**src/design/n2i_pkg.sv**
```systemverilog
// Package for the numeral to integer parser: parse phases and character codes.
// Used by numeral_to_int64_parser_unit. Depends on nothing else.
package n2i_pkg;

    typedef enum logic [2:0] {
        PH_LEAD,
        PH_START,
        PH_ZERO,
        PH_HEX,
        PH_DEC,
        PH_TRAIL
    } phase_t;

    localparam logic [7:0] CH_ZERO  = 8'h30;
    localparam logic [7:0] CH_NINE  = 8'h39;
    localparam logic [7:0] CH_LOW_A = 8'h61;
    localparam logic [7:0] CH_LOW_F = 8'h66;
    localparam logic [7:0] CH_UP_A  = 8'h41;
    localparam logic [7:0] CH_UP_F  = 8'h46;
    localparam logic [7:0] CH_LOW_X = 8'h78;
    localparam logic [7:0] CH_UP_X  = 8'h58;
    localparam logic [7:0] CH_MINUS = 8'h2D;
    localparam logic [7:0] CH_PLUS  = 8'h2B;
    localparam logic [7:0] CH_SPACE = 8'h20;
    localparam logic [7:0] CH_TAB   = 8'h09;
    localparam logic [7:0] CH_CR    = 8'h0D;

    localparam int unsigned RADIX_DEC = 10;

    function automatic logic is_ws(input logic [7:0] c);
        return (c == CH_SPACE) || ((c >= CH_TAB) && (c <= CH_CR));
    endfunction

    function automatic logic is_dec(input logic [7:0] c);
        return (c >= CH_ZERO) && (c <= CH_NINE);
    endfunction

endpackage

```
**src/design/numeral_to_int64_parser_unit.sv**
```systemverilog
// Numeral to signed integer parser, top level.
// Depends on n2i_pkg for the phase type, character codes and class helpers.
//
// Usage: the slave stream carries one text byte per word in s_tdata; a word
// with s_tlast high is the terminator and its data byte is ignored. Leading
// whitespace, one optional sign, a "0x"/"0X" hex prefix, digits and trailing
// whitespace are recognized. Each terminator word yields exactly one result
// word on the master stream: m_tuser is the ok flag and m_tdata the value,
// sign-extended from INT_WIDTH bits to 64, zero when ok is low. Character
// words yield no result. Decimal numerals that exceed the signed range fail.
// Throughput is one word per cycle while no terminator is held back by a
// stalled result. A word is captured in an input register and handled by the
// parse step, which on a terminator loads the result register that sets
// m_tvalid and carries the value and ok flag. The result register holds
// one word; while it is stalled by m_tready, characters keep flowing and only
// a terminator waits in the input register, which then lowers s_tready until
// the result is taken. A synchronous low on aresetn empties both registers and
// returns the parser to the leading whitespace phase with no sign, no digits
// and no failure. Failure is sticky until the terminator, after which the
// parser starts a fresh numeral.
module numeral_to_int64_parser_unit #(
    parameter int INT_WIDTH = 64
) (
    input  logic        aclk,
    input  logic        aresetn,
    input  logic        s_tvalid,
    output logic        s_tready,
    input  logic [7:0]  s_tdata,   // [7:0] char_code
    input  logic        s_tlast,   // is_end
    output logic        m_tvalid,
    input  logic        m_tready,
    output logic [63:0] m_tdata,   // [63:0] value
    output logic        m_tuser    // [0] ok
);

    localparam logic [INT_WIDTH-1:0] MAX_POS   = {1'b0, {(INT_WIDTH-1){1'b1}}};
    localparam logic [INT_WIDTH-1:0] MAX_BY10  = INT_WIDTH'(MAX_POS / n2i_pkg::RADIX_DEC);
    localparam logic [3:0]           LAST_DIG  = 4'(MAX_POS % n2i_pkg::RADIX_DEC);

    // Input register.
    logic       in_valid_reg, in_valid_next;
    logic [7:0] in_char_reg;
    logic       in_last_reg;
    logic       in_advance;
    logic       in_fire;

    // Parser state.
    n2i_pkg::phase_t       phase_reg, phase_next;
    logic [INT_WIDTH-1:0]  acc_reg, acc_next;
    logic                  neg_reg, neg_next;
    logic                  no_dig_reg, no_dig_next;
    logic                  failed_reg, failed_next;

    // Result register.
    logic        out_valid_reg, out_valid_next;
    logic [63:0] out_value_reg, out_value_next;
    logic        out_ok_reg, out_ok_next;

    // Per-character helpers.
    logic [3:0]           dec_val;
    logic [3:0]           hex_val;
    logic                 hex_hit;
    logic [INT_WIDTH-1:0] dec_acc;
    logic [INT_WIDTH-1:0] hex_acc;
    logic                 dec_ovf;
    logic                 do_start;
    logic [INT_WIDTH-1:0] mag;
    logic                 ok_now;

    // A character never blocks; a terminator waits for room in the result register.
    assign in_advance = !in_last_reg || !out_valid_reg || m_tready;
    assign in_fire    = in_valid_reg && in_advance;
    assign s_tready   = !in_valid_reg || in_advance;

    always_comb begin
        in_valid_next = in_valid_reg;
        if (s_tvalid && s_tready) begin
            in_valid_next = 1'b1;
        end else if (in_fire) begin
            in_valid_next = 1'b0;
        end
    end

    always_ff @(posedge aclk) begin
        if (!aresetn) begin
            in_valid_reg <= 1'b0;
        end else begin
            in_valid_reg <= in_valid_next;
        end
        if (s_tvalid && s_tready) begin
            in_char_reg <= s_tdata;
            in_last_reg <= s_tlast;
        end
    end

    // Digit values and the two accumulate candidates (shift-add, no multiplier).
    always_comb begin
        dec_val = 4'(in_char_reg - n2i_pkg::CH_ZERO);
        hex_hit = 1'b1;
        hex_val = dec_val;
        if (n2i_pkg::is_dec(in_char_reg)) begin
            hex_val = dec_val;
        end else if (in_char_reg >= n2i_pkg::CH_LOW_A && in_char_reg <= n2i_pkg::CH_LOW_F) begin
            hex_val = 4'(in_char_reg - n2i_pkg::CH_LOW_A + 8'd10);
        end else if (in_char_reg >= n2i_pkg::CH_UP_A && in_char_reg <= n2i_pkg::CH_UP_F) begin
            hex_val = 4'(in_char_reg - n2i_pkg::CH_UP_A + 8'd10);
        end else begin
            hex_hit = 1'b0;
        end
        dec_acc = (acc_reg << 3) + (acc_reg << 1) + INT_WIDTH'(dec_val);
        hex_acc = (acc_reg << 4) | INT_WIDTH'(hex_val);
        // The digit that would push the magnitude past the limit is refused.
        dec_ovf = (acc_reg > MAX_BY10) ||
                  ((acc_reg == MAX_BY10) && ({1'b0, dec_val} > ({1'b0, LAST_DIG} + 5'(neg_reg))));
    end

    // Parse step.
    always_comb begin
        phase_next  = phase_reg;
        acc_next    = acc_reg;
        neg_next    = neg_reg;
        no_dig_next = no_dig_reg;
        failed_next = failed_reg;
        do_start    = 1'b0;

        if (in_fire && in_last_reg) begin
            phase_next  = n2i_pkg::PH_LEAD;
            acc_next    = '0;
            neg_next    = 1'b0;
            no_dig_next = 1'b1;
            failed_next = 1'b0;
        end else if (in_fire && !failed_reg) begin
            unique case (phase_reg)
                n2i_pkg::PH_LEAD: begin
                    if (n2i_pkg::is_ws(in_char_reg)) begin
                        phase_next = n2i_pkg::PH_LEAD;
                    end else if (in_char_reg == n2i_pkg::CH_MINUS) begin
                        neg_next   = 1'b1;
                        phase_next = n2i_pkg::PH_START;
                    end else if (in_char_reg == n2i_pkg::CH_PLUS) begin
                        phase_next = n2i_pkg::PH_START;
                    end else begin
                        do_start = 1'b1;
                    end
                end
                n2i_pkg::PH_START: begin
                    do_start = 1'b1;
                end
                n2i_pkg::PH_ZERO: begin
                    if (in_char_reg == n2i_pkg::CH_LOW_X || in_char_reg == n2i_pkg::CH_UP_X) begin
                        no_dig_next = 1'b1;
                        acc_next    = '0;
                        phase_next  = n2i_pkg::PH_HEX;
                    end else if (n2i_pkg::is_dec(in_char_reg)) begin
                        if (dec_ovf) begin
                            failed_next = 1'b1;
                        end else begin
                            acc_next    = dec_acc;
                            no_dig_next = 1'b0;
                            phase_next  = n2i_pkg::PH_DEC;
                        end
                    end else if (n2i_pkg::is_ws(in_char_reg)) begin
                        phase_next = n2i_pkg::PH_TRAIL;
                    end else begin
                        failed_next = 1'b1;
                    end
                end
                n2i_pkg::PH_HEX: begin
                    if (hex_hit) begin
                        acc_next    = hex_acc;
                        no_dig_next = 1'b0;
                    end else if (n2i_pkg::is_ws(in_char_reg)) begin
                        phase_next = n2i_pkg::PH_TRAIL;
                    end else begin
                        failed_next = 1'b1;
                    end
                end
                n2i_pkg::PH_DEC: begin
                    if (n2i_pkg::is_dec(in_char_reg)) begin
                        if (dec_ovf) begin
                            failed_next = 1'b1;
                        end else begin
                            acc_next    = dec_acc;
                            no_dig_next = 1'b0;
                        end
                    end else if (n2i_pkg::is_ws(in_char_reg)) begin
                        phase_next = n2i_pkg::PH_TRAIL;
                    end else begin
                        failed_next = 1'b1;
                    end
                end
                n2i_pkg::PH_TRAIL: begin
                    if (!n2i_pkg::is_ws(in_char_reg)) begin
                        failed_next = 1'b1;
                    end
                end
                default: begin
                    failed_next = 1'b1;
                end
            endcase

            // First character of the magnitude, with or without a sign before it.
            if (do_start) begin
                if (in_char_reg == n2i_pkg::CH_ZERO) begin
                    acc_next    = '0;
                    no_dig_next = 1'b0;
                    phase_next  = n2i_pkg::PH_ZERO;
                end else if (n2i_pkg::is_dec(in_char_reg)) begin
                    if (dec_ovf) begin
                        failed_next = 1'b1;
                    end else begin
                        acc_next    = dec_acc;
                        no_dig_next = 1'b0;
                        phase_next  = n2i_pkg::PH_DEC;
                    end
                end else begin
                    failed_next = 1'b1;
                end
            end
        end
    end

    // Result formation on the terminator.
    always_comb begin
        ok_now         = !failed_reg && !no_dig_reg;
        mag            = neg_reg ? (INT_WIDTH'(0) - acc_reg) : acc_reg;
        out_valid_next = out_valid_reg && !m_tready;
        out_ok_next    = out_ok_reg;
        out_value_next = out_value_reg;
        if (in_fire && in_last_reg) begin
            out_valid_next = 1'b1;
            out_ok_next    = ok_now;
            out_value_next = ok_now ? 64'($signed(mag)) : 64'd0;
        end
    end

    always_ff @(posedge aclk) begin
        if (!aresetn) begin
            phase_reg     <= n2i_pkg::PH_LEAD;
            acc_reg       <= '0;
            neg_reg       <= 1'b0;
            no_dig_reg    <= 1'b1;
            failed_reg    <= 1'b0;
            out_valid_reg <= 1'b0;
        end else begin
            phase_reg     <= phase_next;
            acc_reg       <= acc_next;
            neg_reg       <= neg_next;
            no_dig_reg    <= no_dig_next;
            failed_reg    <= failed_next;
            out_valid_reg <= out_valid_next;
        end
        out_ok_reg    <= out_ok_next;
        out_value_reg <= out_value_next;
    end

    assign m_tvalid = out_valid_reg;
    assign m_tdata  = out_value_reg;
    assign m_tuser  = out_ok_reg;

endmodule

```
**config.mk**
```make
export PLATFORM = sky130hd
export DESIGN_NAME = numeral_to_int64_parser_unit
export DESIGN_NICKNAME = d
export VERILOG_FILES = /design/src/design/n2i_pkg.sv /design/src/design/numeral_to_int64_parser_unit.sv
export SDC_FILE = /design/constraint.sdc
export NUM_CORES = 1
export LEC_CHECK = 0
export BUFFER_PORTS_ARGS = -buffer_cell sky130_fd_sc_hd__buf_2
export CORE_MARGIN = 4
export CORE_UTILIZATION = 55
export CTS_BUF_LIST = sky130_fd_sc_hd__clkbuf_8
export CTS_CLUSTER_SIZE = 20
export DETAILED_ROUTE_END_ITERATION = 8
export HOLD_SLACK_MARGIN = 0.05
export PLACE_DENSITY = 0.76
export SKIP_LAST_GASP = 1
export SLEW_MARGIN = 15
export SYNTH_ARGS = -nofsm -noshare
export SYNTH_HDL_FRONTEND = slang
export SYNTH_SLANG_ARGS = --single-unit
```
**constraint.sdc**
```tcl
create_clock -name aclk -period 13.8 [get_ports aclk]
set_clock_uncertainty 0.1 [all_clocks]
set_input_delay 0 -clock aclk [delete_from_list [all_inputs] [get_ports aclk]]
set_output_delay 0 -clock aclk [all_outputs]
set_load 0.02 [all_outputs]
```
* After elaboration in Yosys (flattened, before gate mapping) *
Index checks and enable logic that the tools add are counted.

cells by class
  reduce and logical (&&, ||, !) cells = 28
  bitwise operators = 3
  multipliers = 0
  muxes and demuxes = 58
  equality and inequality tests = 12
  $lt $le $gt $ge = 10
  div/mod/pow operators = 0
  add/sub/neg operators = 9
  shifts and indexed selects = 0

operators with widths
  cell                   count
  $mux 64                9
  $pmux 64 s3            1
  $add 64x4->64          1
  $add 64x64->64         1
  $eq 64x60->1 const B   1
  $gt 64x60->1 const B   1
  $or 64x4->64           1
  $sub 1x64->64 const A  1
  $mux 3                 13
  $eq 8x6->1 const B     4
  $mux 1                 28
  $eq 8x7->1 const B     2
  $ge 8x7->1 const B     2
  $le 8x7->1 const B     2
  $mux 4                 3
  $pmux 3 s4             1
  $sub 4x1->4 const B    3
  $logic_and 1x1->1      11
  $add 4x4->4 const B    2
  $ge 8x4->1 const B     1
  $ge 8x6->1 const B     1
  $le 8x4->1 const B     1
  $le 8x6->1 const B     1
  $eq 3x2->1 const B     2
  other kinds (14)       27

storage, ports and cells
  flip-flop bits (word level) = 146
  memory bits (writable) = 0
  bits in latches = 0
  memories = 0
  word-level logic and storage cells = 131
  ROM bits = 0

* Longest topological paths before layout *
  word-level depth = 12
  depth in mapped cells = 16

* Least setup slack after synthesis *
OpenSTA, ideal clock, no wires.

  kind = reg-to-reg
  start point = reg acc_reg[2]
  end point = reg acc_reg[59]
  arrival = 4.248 ns
  buffers on the path = 1
  data required time = 13.577 ns
  path slack = 9.329 ns
  cell stages (with the launch flop) = 17
  cell sequence = dfxtp_1 clkbuf_1 inv_1 fa_1 inv_1 ha_1 a211oi_1 o21bai_1 nor2_1 o41ai_1 o221ai_1 or4_1 o21ai_0 a21oi_1 o21ai_0 xnor2_1 o21ai_0

between the ends
  word-level cells in the longest chain between the ends = 11
  elaborated cells on any way between the ends = 14
  classes of those cells = add/sub: 2; order compare: 1; eq/ne: 1; mux: 8; reduce/logical: 2

RTL lines
  what                                                     line                                 text
  start: declaration                                       numeral_to_int64_parser_unit.sv:49   logic [INT_WIDTH-1:0] acc_reg, acc_next;
  start signal: assignment                                 numeral_to_int64_parser_unit.sv:247  acc_reg <= acc_next;
  branches (longest 10 deep; another with $add 64x64->64)  --
  $mux 64 (*)                                              numeral_to_int64_parser_unit.sv:203  if (do_start) begin

Every way passes the cells marked *.
A chain may end at the register's enable or synchronous reset.

* Worst setup path after layout *
Same ends and word-level chain as after synthesis.

==> qor.yml <==
outcome: "completed"
grt_pass1_vias: 11998
grt_first_pass_wirelength_um: 62270
drt_iter0_markers: 1388
post-cts-setup-buffer-count: 0
synth_cells: 1687
cts_tree: "done"
clk_pin_slew_worst_paths_ps: 90
wl_per_cell_um: 19.39
h-tree-depth: 4
synthFlopType: "edfxtp_1"
drive_gt1_share_pct: 9.504
cts_buffer_depth: 2
final-max-slew-violation-count: 0
io_pins: 80
cts_hold_buf: 14
ys_top_cells_by_count: "nor2_1, a21oi_1, o21ai_0, nand2_1, ha_1"
fin_crit_sh_pct: 35.62
drtPass1Iterations: 7
diodes: 0
critPathRequiredTime_ps: 14060
syn_to_final_growth_pct: 7.142
ys_ff_latch: 146
cp.arrival_ps: 5170
antenna_found_initial: 1
cts_root_buf: "clkbuf_8"
gp_congestion: 0.9740
grt_start_max_net_pins: 100
synth_most_common_cell: "nor2_1"
die_h_um: 163.4
cp-start-kind: "flop"
syn_nets: 1833
layout.cells.non_filler: 2013
die_w_um: 163.4
power_w: 0.001101
io_buffers: 79
syn-cell-area_mm2: 0.01328
synth-edff-count: 74
yosysTopAreaCellShare_pct: 16.73
tightest_slew_ps: 1138
yosys-top-cells-area: "edfxtp_1, ha_1, dfxtp_1"
syn_area_per_cell_um2: 7.871
ys_types: 74
worstHoldPathType: "in2reg"
synth_top_area_cell: "edfxtp_1"
numCtsBuffers: 17
relSlewSlack_pct: 23.82
yosysWarnings: 0
die-area_mm2: 0.02669
post_cts_resized: 0
clock_latency_ps: 470
power_leakage_nw: 5.771
timing_worst_setup_path_type: "reg2reg"
grt.overflow.total: 0
wl_um: 39030
core.rowCount: 56
tns_ps: 0
maxCapViolCount: 0
setup_viol: 0
vias_per_cell: 6.443
vdd_drop_max_mv: 0.06027
placed_cell_area_mm2: 0.01371
max_freq_ghz: 0.2034
ys_seq_area_share_pct: 27.59
final_area_mm2: 0.01423
post-place-ws_ps: 9017
synth_async_sr_flop_share_pct: 0
rrSetupSlack_ps: 8880
critPathCaptureType: "flop"
initial_core_util_pct: 56.24
fin_nets: 1827
grt_setup_unrepaired: "false"
p_per_area_mw_per_mm2: 77.36
cp_max_fo: 11
place_hpwl_um: 28280
hold_violations: 0
cts_sinks: 146
fin_ws_ps: 8884
core_mm2: 0.02361
detail-route-antenna-nets: 0
placedCellCount: 1967
grt_use_total_pct: 28.68
drcViolationCount: 0
num_vias: 12969
min_period_ps: 4916
metrics by stage:
step	hold WS [ps]	utilization, %
global route	146.3	60.25
floorplan	-1.131	-
finish	142.5	60.25
CTS	128.5	60.25
global placement	84.21	58.04
detailed placement	84.03	58.04
worst max-delay path, cell delays in order (launching register included):
cell and delay, ps:
dfxtp_1 540, inv_1 130, fa_1 580, inv_1 60
ha_1 290, a211oi_1 70, o21bai_1 310, nor2_1 130
o41ai_1 400, buf_4 210, o221ai_1 260, or4_1 490
o21ai_0 430, a21oi_1 250, o21ai_0 280, xnor2_1 150
o21ai_0 90
cells by family after synthesis:
kind of cell / share of synthesized area (%)
mux: 0.4052
fa+ha+maj: 12.64
simple gates: 19.27
xor+xnor: 7.915
flops: 27.59
buf+inv: 4.805
compound gates: 27.37
routing by layer:
| layer | GRT usage [%] | vias to the layer above | routed length, µm |
|---|---|---|---|
| met4 | 9.188 | 2 | 1036 |
| met2 | 44.79 | 609 | 17110 |
| li1 | - | 6256 | - |
| met5 | 0 | - | 13 |
| met1 | 40.29 | 6026 | 17280 |
| met3 | 5.375 | 76 | 3588 |
power by group:
part	internal (W)	switching (W)	leakage (nW)
Clock	0.000147	0.000189	0.183
Sequential	0.000470	0.0000447	1.32
Combinational	0.0000931	0.000157	4.27
Total	0.000710	0.000390	5.77
final timing paths:
path / start / to / depth (start not counted)
worst max-delay path: acc_reg[2] / acc_reg[59] / 16
worst min-delay path: s_tlast / in_last_reg / 2
worst max register to register: acc_reg[2] / acc_reg[59] / 16
worst min register to register: no_dig_reg / no_dig_reg / 1
layout make-up:
type / count / area [µm²]
Timing Repair Buffer: 108 / 648.1
Sequential cell: 146 / 3665
Clock inverter: 15 / 147.6
Multi-Input combinational cell: 1373 / 9002
Inverter: 35 / 131.4
Fill cell: 2138 / 9385
Tap cell: 319 / 399.1
Clock buffer: 17 / 234.0
placed cells by master (no fill, tap or decap), types with 15 or more instances in the layout:
cell type	Yosys	routed
a211oi_1	19	19
a21o_1	29	29
a21oi_1	153	153
a22oi_1	40	40
buf_2	0	79
buf_4	0	15
clkbuf_8	0	17
dfxtp_1	72	71
edfxtp_1	74	74
ha_1	131	131
inv_1	35	34
nand2_1	132	131
nand3_1	28	28
nand4_1	37	37
nor2_1	203	200
nor3_1	41	41
nor4_1	17	17
o211ai_1	18	18
o21a_1	16	16
o21ai_0	150	150
o221ai_1	20	20
o31ai_1	28	28
xnor2_1	36	36
xor2_1	84	84
Power figures use the tool's default switching activity.
